[src/rtl/assert_macros.svh]
// Assertion macros shared by the RTL of the response line matcher.
// Expects clk and rst_n in the scope of each use.
`ifndef ASSERT_MACROS_SVH
`define ASSERT_MACROS_SVH

// Check a property at every rising edge outside reset.
`define RLM_ASSERT(lbl, prop) \
    lbl: assert property (@(posedge clk) disable iff (!rst_n) (prop)) \
        else $error("response line matcher assertion failed");

// Check a property at every rising edge, reset included.
`define RLM_ASSERT_ALWAYS(lbl, prop) \
    lbl: assert property (@(posedge clk) (prop)) \
        else $error("response line matcher assertion failed");

`endif

[src/rtl/rlm_pkg.sv]
// Package for the response line matcher: response string ROM, codes and helpers.
// No dependencies.
`default_nettype none

package rlm_pkg;

    localparam int NUM_STRINGS  = 12;
    localparam int ROM_MAX_LEN  = 42;
    localparam int ROM_POS_W    = $clog2(ROM_MAX_LEN);
    localparam int CODE_W       = 4;

    localparam logic [CODE_W-1:0] CODE_UNKNOWN = 4'd12;
    localparam logic [7:0]        CH_CR        = 8'h0D;
    localparam logic [7:0]        CH_LF        = 8'h0A;

    typedef logic [ROM_MAX_LEN*8-1:0] rom_text_t;
    typedef logic [CODE_W-1:0]        code_t;

    // Strings right-justified: last character in the low byte, zero padding above.
    localparam rom_text_t ROM_TEXT [NUM_STRINGS] = '{
        "Successfully actuated mechanical brake\r\n",
        "Failed to actuate mechanical brake\r\n",
        "Timeout while actuating mechanical brake\r\n",
        "SMA retracted\r\n",
        "SMA extending\r\n",
        "SMA extended\r\n",
        "BLDC motor speed stabilized\r\n",
        "BLDC motor timeout\r\n",
        "BLDC motor acceleration complete\r\n",
        "BLDC motor coasting to stop\r\n",
        "BLDC motor stopped\r\n",
        "Motion primitive unrecognized\r\n"
    };

    function automatic int rom_len(input rom_text_t text);
        int n;
        n = 0;
        for (int k = 0; k < ROM_MAX_LEN; k++)
        begin
            if (text[k*8 +: 8] != 8'h00)
            begin
                n = k + 1;
            end
        end
        return n;
    endfunction

endpackage

`default_nettype wire

[src/rtl/rlm_byte_if.sv]
// Received byte channel: valid/ready handshake carrying one rx_byte per item.
// No dependencies.
`default_nettype none

interface rlm_byte_if;
    logic       valid;
    logic       ready;
    logic [7:0] rx_byte;

    modport source (output valid, output rx_byte, input ready);
    modport sink   (input valid, input rx_byte, output ready);
endinterface

`default_nettype wire

[src/rtl/rlm_code_if.sv]
// Response code channel: valid/ready handshake carrying one response_code per item.
// No dependencies.
`default_nettype none

interface rlm_code_if;
    logic       valid;
    logic       ready;
    logic [3:0] response_code;

    modport source (output valid, output response_code, input ready);
    modport sink   (input valid, input response_code, output ready);
endinterface

`default_nettype wire

[src/rtl/response_line_matcher_top.sv]
// Output: a line feed that ends a line gives its registered code in the cycle after acceptance.
// Throughput: one byte per cycle; the only stall is a held, untaken code register.
// Per-byte work is twelve parallel ROM compares on the line position counter.
// Reset: all candidates live, empty line, no code pending.
// Depends on rlm_pkg, rlm_byte_if, rlm_code_if and assert_macros.svh.
`default_nettype none
`include "assert_macros.svh"

module response_line_matcher_top
    import rlm_pkg::*;
#(
    parameter int LINE_MAX = 64
)
(
    input  wire              clk,
    input  wire              rst_n,
    rlm_byte_if.sink         rx,
    rlm_code_if.source       resp
);

    localparam int CNT_W = $clog2(LINE_MAX + 1);

    logic [NUM_STRINGS-1:0] alive_reg;
    logic [NUM_STRINGS-1:0] alive_next;
    logic [NUM_STRINGS-1:0] at_last;
    logic [CNT_W-1:0]       length_reg;
    logic                   prev_cr_reg;
    logic                   resp_valid_reg;
    code_t                  code_reg;
    code_t                  code_next;
    logic                   accept;
    logic                   line_end;

    assign rx.ready           = !resp_valid_reg || resp.ready;
    assign accept             = rx.valid && rx.ready;
    assign line_end           = (rx.rx_byte == CH_LF) && prev_cr_reg;
    assign resp.valid         = resp_valid_reg;
    assign resp.response_code = code_reg;

    for (genvar i = 0; i < NUM_STRINGS; i++)
    begin : g_lane
        localparam int LEN = rom_len(ROM_TEXT[i]);

        logic                 in_range;
        logic [ROM_POS_W-1:0] off;
        rom_text_t            shifted;

        assign in_range = length_reg < CNT_W'(LEN);
        assign off      = in_range ? ROM_POS_W'(LEN - 1) - length_reg[ROM_POS_W-1:0]
                                   : '0;
        assign shifted  = ROM_TEXT[i] >> {off, 3'b000};

        assign alive_next[i] = alive_reg[i] && in_range && (shifted[7:0] == rx.rx_byte);
        assign at_last[i]    = length_reg == CNT_W'(LEN - 1);
    end

    always_comb
    begin
        code_next = CODE_UNKNOWN;
        for (int i = NUM_STRINGS - 1; i >= 0; i--)
        begin
            if (alive_next[i] && at_last[i])
            begin
                code_next = CODE_W'(i);
            end
        end
    end

    always_ff @(posedge clk or negedge rst_n)
    begin
        if (!rst_n)
        begin
            alive_reg      <= '1;
            length_reg     <= '0;
            prev_cr_reg    <= 1'b0;
            resp_valid_reg <= 1'b0;
        end
        else
        begin
            if (accept && line_end)
            begin
                resp_valid_reg <= 1'b1;
            end
            else if (resp.ready)
            begin
                resp_valid_reg <= 1'b0;
            end
            if (accept)
            begin
                if (line_end)
                begin
                    alive_reg   <= '1;
                    length_reg  <= '0;
                    prev_cr_reg <= 1'b0;
                end
                else
                begin
                    alive_reg   <= alive_next;
                    prev_cr_reg <= rx.rx_byte == CH_CR;
                    if (length_reg < CNT_W'(LINE_MAX))
                    begin
                        length_reg <= length_reg + CNT_W'(1);
                    end
                end
            end
        end
    end

    always_ff @(posedge clk)
    begin
        if (accept && line_end)
        begin
            code_reg <= code_next;
        end
    end

    `RLM_ASSERT(a_line_end_gives_code,
        (accept && line_end) |=> (resp_valid_reg && length_reg == '0 && alive_reg == '1))
    `RLM_ASSERT(a_length_saturates, length_reg <= CNT_W'(LINE_MAX))
    `RLM_ASSERT(a_code_in_range, resp_valid_reg |-> (code_reg <= CODE_UNKNOWN))
    `RLM_ASSERT(a_no_accept_when_blocked,
        (resp_valid_reg && !resp.ready) |-> !rx.ready)

endmodule

`default_nettype wire
[src/flat_wrapper.sv]
// flat-port wrapper written by rule: the top's interface ports become plain ports
module response_line_matcher_top_flat import rlm_pkg::*;
#(
    parameter int LINE_MAX = 64
)
  (clk, rst_n, rx_valid, rx_rx_byte, rx_ready, resp_valid, resp_response_code, resp_ready);
  rlm_byte_if rx_i ();
  rlm_code_if resp_i ();
  input  wire clk;
  input  wire rst_n;
  input wire logic [$bits(rx_i.valid)-1:0] rx_valid;
  input wire logic [$bits(rx_i.rx_byte)-1:0] rx_rx_byte;
  output wire logic [$bits(rx_i.ready)-1:0] rx_ready;
  output wire logic [$bits(resp_i.valid)-1:0] resp_valid;
  output wire logic [$bits(resp_i.response_code)-1:0] resp_response_code;
  input wire logic [$bits(resp_i.ready)-1:0] resp_ready;
  assign rx_i.valid = rx_valid;
  assign rx_i.rx_byte = rx_rx_byte;
  assign rx_ready = rx_i.ready;
  assign resp_valid = resp_i.valid;
  assign resp_response_code = resp_i.response_code;
  assign resp_i.ready = resp_ready;
  response_line_matcher_top #(.LINE_MAX(LINE_MAX)) u_core (.clk(clk), .rst_n(rst_n), .rx(rx_i), .resp(resp_i));
endmodule
[config.mk]
export PLATFORM = sky130hd
export DESIGN_NAME = response_line_matcher_top_flat
export DESIGN_NICKNAME = d
export VERILOG_FILES = /design/src/rtl/rlm_pkg.sv /design/src/rtl/rlm_byte_if.sv /design/src/rtl/rlm_code_if.sv /design/src/rtl/response_line_matcher_top.sv /design/src/flat_wrapper.sv
export VERILOG_INCLUDE_DIRS = /design/src /design/src/rtl
export SDC_FILE = /design/constraint.sdc
export NUM_CORES = 1
export LEC_CHECK = 0
export ABC_AREA = 1
export BUFFER_PORTS_ARGS = -buffer_cell sky130_fd_sc_hd__buf_2
export CELL_PAD_IN_SITES_DETAIL_PLACEMENT = 1
export CELL_PAD_IN_SITES_GLOBAL_PLACEMENT = 2
export CORE_MARGIN = 3
export CORE_UTILIZATION = 37
export DETAILED_ROUTE_END_ITERATION = 8
export GPL_TIMING_DRIVEN = 0
export PLACE_DENSITY = 0.95
export RECOVER_POWER = 25
export SYNTH_ARGS = -nofsm -noshare
export SYNTH_HDL_FRONTEND = slang
export SYNTH_SLANG_ARGS = --single-unit
[constraint.sdc]
create_clock -name clk -period 6.2 [get_ports clk]
set_input_delay 0.93 -clock clk [delete_from_list [all_inputs] [get_ports clk]]
set_output_delay 0.93 -clock clk [all_outputs]
set_load 0.1 [all_outputs]
==> results.toml, run 1 <==
[synthesis]
syn_inst = 1401
syn-num-nets = 1482
yosysUniqueCellTypes = 53
yosys.area.top_type = "nand2_1"
synth-seq-area-share_pct = 8.63
synth_top_area_share_pct = 23.7
ys_top_cells_by_count = "nand2_1 (484), nand3_1 (202), nor2_1 (130)"
synth_edf_count = 4
synthTopCellsByArea = "nand2_1 (24%), nand3_1 (13%), ha_1 (11%)"
synth_flop_cell = "dfstp_2"
ys_ff_latch = 25
synth_warnings = 0
synth_most_common_cell = "nand2_1"
synth_area_um2 = 7650
avgSynthCellArea_um2 = 5.46
synth-async-reset-ratio_pct = 84.0

[worst_hold_path]
hold_class = "reg -> reg"

[die]
coreArea_um2 = 19900
row_count = 51
start_util_pct = 38.4
io_pins = 18
fp.dieArea_um2 = 22400
fp.dieH_um = 150
die_x_um = 150

[timing]
maxSlewHeadroom_pct = 4.57
post-route-min-period_ns = 4.98
fmax_mhz = 201
rsz0062_at_grt = "no"
tightest_slew_ns = 1.43
finalCritPeriodShare_pct = 80.3
hold_viol_final = 0
tns_ns = 0
maxSlewViolCount = 0
setup_ws_ns = 1.22
fin_skew_ns = 0.0149
finalSetupViolCount = 0

[worst_setup_path]
worstPathCellList = "inv_1 -> clkbuf_1 -> ha_1 -> inv_1 -> nand3_1 -> nand2_2 -> nor2_1 -> inv_1 -> ha_1 -> nor3_1 -> nor2_1 -> nand3_1 -> nand3_1 -> nand3_1 -> nand2_1 -> nor2_1 -> nand4_1 -> nand2_1 -> inv_1 -> nand2_2 -> nor2_1"
cp-end-kind = "flip-flop"
required_ns = 6.22
slowest_delay_ns = 0.76
cp_max_fo = 13
crit_buf_inv = 5
arrival_ns = 5.00
crit_family = "simple AND/OR/NAND/NOR gates"
crit_slowest_cell = "clkbuf_1"
crit_path_start_kind = "flip-flop"
crit_type = "reg -> reg"

[power_and_ir_drop]
finalPower_uw = 509
ir_drop_mv = 0.0831
powerDensity_nw_per_um2 = 62.5
leakagePower_uw = 0.00410

[clocking]
cts_setup_buffers = 0
cts_max_path_buffers = 2
tritoncts.num_buffers = 3
cts_root_buf = "clkbuf_16"
clk_pin_slew_ns = 0.09
cts_sinks = 25
insertion_delay_ns = 0.28
cts_tree = "yes"
h-tree-depth = 1
post_cts_resized = 0
ctsHoldBuffers = 0

[route]
post-route-drc-count = 0
dr_wl_met3_mm = 1.73
final_antenna_net_count = 0
m1WireLength_mm = 14.5
dr.first_iter.drc_count = 596
first_pass_iters = 7
vias = 9429
dr.max_layer_used = "met4"
wl_per_cell_um = 18.5
vias_per_cell = 5.59
totalWireLength_mm = 31.1
routed-wl-met2_mm = 14.3

[finish]
antennaDiodeCount = 0
seq_area_um2 = 661
multiInputGateArea_um2 = 6190
area_delta_synth_final_pct = 6.46
nFillCells = 2906
nets = 1503
largest_register_ffs = 12
layout-drive-gt1-share_pct = 10.3

[place]
dp_hpwl_mm = 24.1
dp_slack_ns = 1.40
port_buffers = 16
place.gp.congestion = 0.916

[global_routing]
grt_usage_pct = 27.5
first_global_vias = 9222
grt_max_degree = 22
overflow = 0
antenna_found_initial = 0
grt_pass1_wl_mm = 49.5

[status]
outcome = "finished, final reports clean"

[job]
max_cap_violations = 0
==> tightest hold or removal path, cell delays in order (launching register included) <==
cell,delay (ns)
dfstp_2,0.37
inv_1,0.06
a21oi_1,0.06
==> report_power, final <==
part	leakage (µW)	switching, µW	internal [µW]
Combinational	0.00380	123	36.3
Clock	0.0000415	75.4	89.8
Sequential	0.000263	7.53	177
==> cell usage in the layout, fill, tap and decap left out, types with 15 or more instances in the layout <==
master | synthesis | routed
a21oi_1 | 47 | 47
buf_2 | 11 | 26
ha_1 | 69 | 69
inv_1 | 120 | 120
inv_2 | 27 | 27
nand2_1 | 484 | 484
nand3_1 | 202 | 202
nand4_1 | 34 | 34
nor2_1 | 130 | 130
nor2_2 | 21 | 21
nor3_1 | 15 | 15
o211ai_1 | 15 | 15
o21ai_0 | 52 | 52
o21ai_1 | 24 | 24
xor2_1 | 25 | 25
==> logic make-up after synthesis <==
family / share of synthesized area, %
flip-flops: 8.63
buffers and inverters: 10.5
adder cells (fa/ha/maj): 11.3
AND/OR/NAND/NOR: 53.8
AO/OA/AOI/OAI: 12.4
XOR/XNOR: 3.40
==> stage by stage <==
stage | instance area [µm²] | util, % | hold slack [ns] | std cells
floorplan | 7650 | - | 0.447 | 1401
global placement | 8060 | 40.5 | 0.466 | 1682
detailed placement | 8060 | 40.5 | 0.472 | 1682
CTS | 8150 | 40.9 | 0.486 | 1686
global route | 8150 | 40.9 | 0.497 | 1686
finish | 8150 | 40.9 | 0.485 | 1686
==> worst paths after layout <==
| path | to | depth (start not counted) | startpoint | slack, ns |
|---|---|---|---|---|
| max | u_core.resp.response_code[3] | 21 | u_core.length_reg[1] | 1.22 |
| min | u_core.alive_reg[11] | 2 | u_core.alive_reg[11] | 0.48 |
| max reg2reg | u_core.resp.response_code[3] | 21 | u_core.length_reg[1] | 1.22 |
| min reg2reg | u_core.alive_reg[11] | 2 | u_core.alive_reg[11] | 0.48 |
| max in group asynchronous | u_core.length_reg[6] | 1 | rst_n | 4.40 |
| min in group asynchronous | u_core.length_reg[2] | 1 | rst_n | 0.97 |
==> layout make-up <==
class / instances / share of cell area (%)
multi-input combinational: 1185 / 76.0
tap: 265 / 4.07
clock inverter: 1 / 0.108
inverter: 151 / 6.99
buffer: 40 / 2.84
timing repair buffer: 16 / 0.968
clock buffer: 3 / 0.922
sequential: 25 / 8.11
==> layer usage <==
layer  track usage, %  vias to the layer above
met5                0                        -
met4             5.26                        0
met3             2.24                       36
met2             46.4                      279
met1             38.5                     4494
li1                 -                     4620
(Power assumes the default switching activity.)
==> run 2: changes to the inputs <==
--- a/config.mk
+++ b/config.mk
@@ -11,10 +11,10 @@
 export CELL_PAD_IN_SITES_DETAIL_PLACEMENT = 1
 export CELL_PAD_IN_SITES_GLOBAL_PLACEMENT = 2
 export CORE_MARGIN = 3
-export CORE_UTILIZATION = 37
+export CORE_UTILIZATION = 34
 export DETAILED_ROUTE_END_ITERATION = 8
 export GPL_TIMING_DRIVEN = 0
-export PLACE_DENSITY = 0.95
+export PLACE_DENSITY = 0.92
 export RECOVER_POWER = 25
 export SYNTH_ARGS = -nofsm -noshare
 export SYNTH_HDL_FRONTEND = slang
==> constraint.sdc (replaced) <==
create_clock -name clk -period 4.6 [get_ports clk]
set_input_delay 0.69 -clock clk [delete_from_list [all_inputs] [get_ports clk]]
set_output_delay 0.69 -clock clk [all_outputs]
set_load 0.1 [all_outputs]
==> results.toml, run 2 (synthesized netlist as in run 1, its figures left out) <==
[status]
outcome = "finished, final reports clean"

[clocking]
ctsHoldBuffers = 0
h-tree-depth = 1
cts_sinks = 25
clk_pin_slew_ns = 0.07
insertion_delay_ns = 0.27
tritoncts.num_buffers = 3
cts_root_buf = "clkbuf_16"
cts_tree = "yes"
cts_max_path_buffers = 2

[place]
place.gp.congestion = 0.898
placed_area_um2 = 8080
port_buffers = 16
dp_hpwl_mm = 24.5

[route]
post-route-drc-count = 0
totalWireLength_mm = 31.6
first_pass_iters = 5
vias_per_cell = 5.56
final_antenna_net_count = 0
wl_per_cell_um = 18.5
dr.first_iter.drc_count = 541
vias = 9476

[timing]
post-route-min-period_ns = 4.25
fmax_mhz = 235
maxSlewHeadroom_pct = 8.74
rsz0062_at_grt = "no"
hold_viol_final = 0
maxSlewViolCount = 0
tightest_slew_ns = 1.37
finalCritPeriodShare_pct = 92.5
holdWs_ns = 0.485
fin_skew_ns = 0.00367
finalSetupViolCount = 0

[die]
fp.dieArea_um2 = 24300
row_count = 54
start_util_pct = 34.8
coreArea_um2 = 22000
io_pins = 18
fp.dieH_um = 156
die_x_um = 156

[worst_setup_path]
slowest_delay_ns = 0.40
crit_path_start_kind = "flip-flop"
crit_slowest_cell = "dfrtp_1"
cp-end-kind = "flip-flop"
required_ns = 4.63
arrival_ns = 4.29
crit_type = "reg -> reg"
cp_max_fo = 11
worst_path_most_repeated_cell = "nor2_1"
worstPathCellList = "buf_2 -> inv_2 -> clkbuf_2 -> ha_1 -> inv_1 -> nand3_1 -> inv_1 -> ha_1 -> nor2_1 -> nor2_1 -> nand2_1 -> nand2_1 -> nand2_1 -> nand3_1 -> nand3_1 -> nor2_1 -> nand3_1 -> nor2_1 -> nand2_1 -> nand2_1 -> nor2_1 -> nor2_1 -> nor2_2"

[global_routing]
grt_usage_pct = 25.4
grt_max_degree = 22
antenna_found_initial = 0
first_global_vias = 9451
overflow = 0
grt_pass1_wl_mm = 50.0

[worst_hold_path]
hold_class = "reg -> reg"

[power_and_ir_drop]
powerDensity_nw_per_um2 = 83.0
ir_drop_mv = 0.144
leakagePower_uw = 0.00411

[finish]
design_area_um2 = 8200
nets = 1506
final_cell_mix = "nand2_1 (484), nand3_1 (202), nor2_1 (127), inv_1 (119), ha_1 (69)"
seq_area_um2 = 662
nFillCells = 3141
area_delta_synth_final_pct = 7.18
multiInputGateArea_um2 = 6200
largest_register_ffs = 12
layout-drive-gt1-share_pct = 11.0
antennaDiodeCount = 0
layout_commonest_cell = "nand2_1"
final_core_util_pct = 37.3

[job]
max_cap_violations = 0
-- run 2: changes by cell type in the layout (fill, tap and decap cells not counted) --
cell	previous run	this run
dfrtp_2	0	1
buf_4	8	12
clkinvlp_4	0	1
nor2_2	21	24
clkbuf_1	14	12
clkbuf_2	0	2
nor2_1	130	127
inv_1	120	119
dfrtp_1	9	8
inv_6	1	0
-- run 2: cell type report --
type,count,area share (%)
Buffer,39,2.81
Inverter,151,6.99
Tap cell,280,4.27
Timing Repair Buffer,20,1.33
Clock buffer,4,0.961
Multi-Input combinational cell,1185,75.6
Sequential cell,25,8.07
-- run 2: power breakdown --
part	leakage (µW)	internal [µW]	total, µW	switching (µW)
logic	0.00381	51.4	217	165
clock network	0.0000382	119	215	95.1
registers	0.000262	239	249	10.6
total	0.00411	410	681	271
-- run 2: final timing paths --
| check | startpoint | endpoint | slack [ns] | cells after the start |
|---|---|---|---|---|
| max in group asynchronous | rst_n | u_core.length_reg[1] | 2.99 | 1 |
| worst min-delay path | u_core.alive_reg[11] | u_core.alive_reg[11] | 0.48 | 2 |
| min in group asynchronous | rst_n | u_core.length_reg[1] | 0.72 | 1 |
| worst max-delay path | u_core.length_reg[0] | u_core.resp.response_code[2] | 0.35 | 23 |
| worst min register to register | u_core.alive_reg[11] | u_core.alive_reg[11] | 0.48 | 2 |
| worst max register to register | u_core.length_reg[0] | u_core.resp.response_code[2] | 0.35 | 23 |
-- run 2: layer usage --
layer / vias to the layer above / global-route usage (%) / wire length [µm]
met5: - / 0 / 0
met4: 0 / 5.59 / 709
met3: 49 / 2.64 / 1590
met2: 242 / 43.1 / 14700
met1: 4562 / 34.9 / 14600
li1: 4623 / - / -
-- run 2: what timing repair did --
action / 4_1_cts / 5_1_grt
setup buffers: 0 / 4
setup endpoints to repair: 4 / 4
resized for setup: 0 / 9
-- run 2: worst max-delay path, delay by kind of cell, from the launching register on --
| family | cells | cell delay, ns |
|---|---|---|
| flops | 1 | 0.40 |
| buf+inv | 5 | 1.19 |
| fa+ha+maj | 2 | 0.60 |
| simple gates | 16 | 1.80 |
-- run 2: metrics by stage --
stage	instances	power (µW)	setup TNS (ns)	setup slack [ns]
after floorplan	1401	375	0	1.19
after global placement	1697	458	-0.611	-0.188
after detailed placement	1697	462	-0.819	-0.252
after CTS	1700	673	0	0.0445
after global routing	1704	706	0	0.0483
final	1704	681	0	0.345
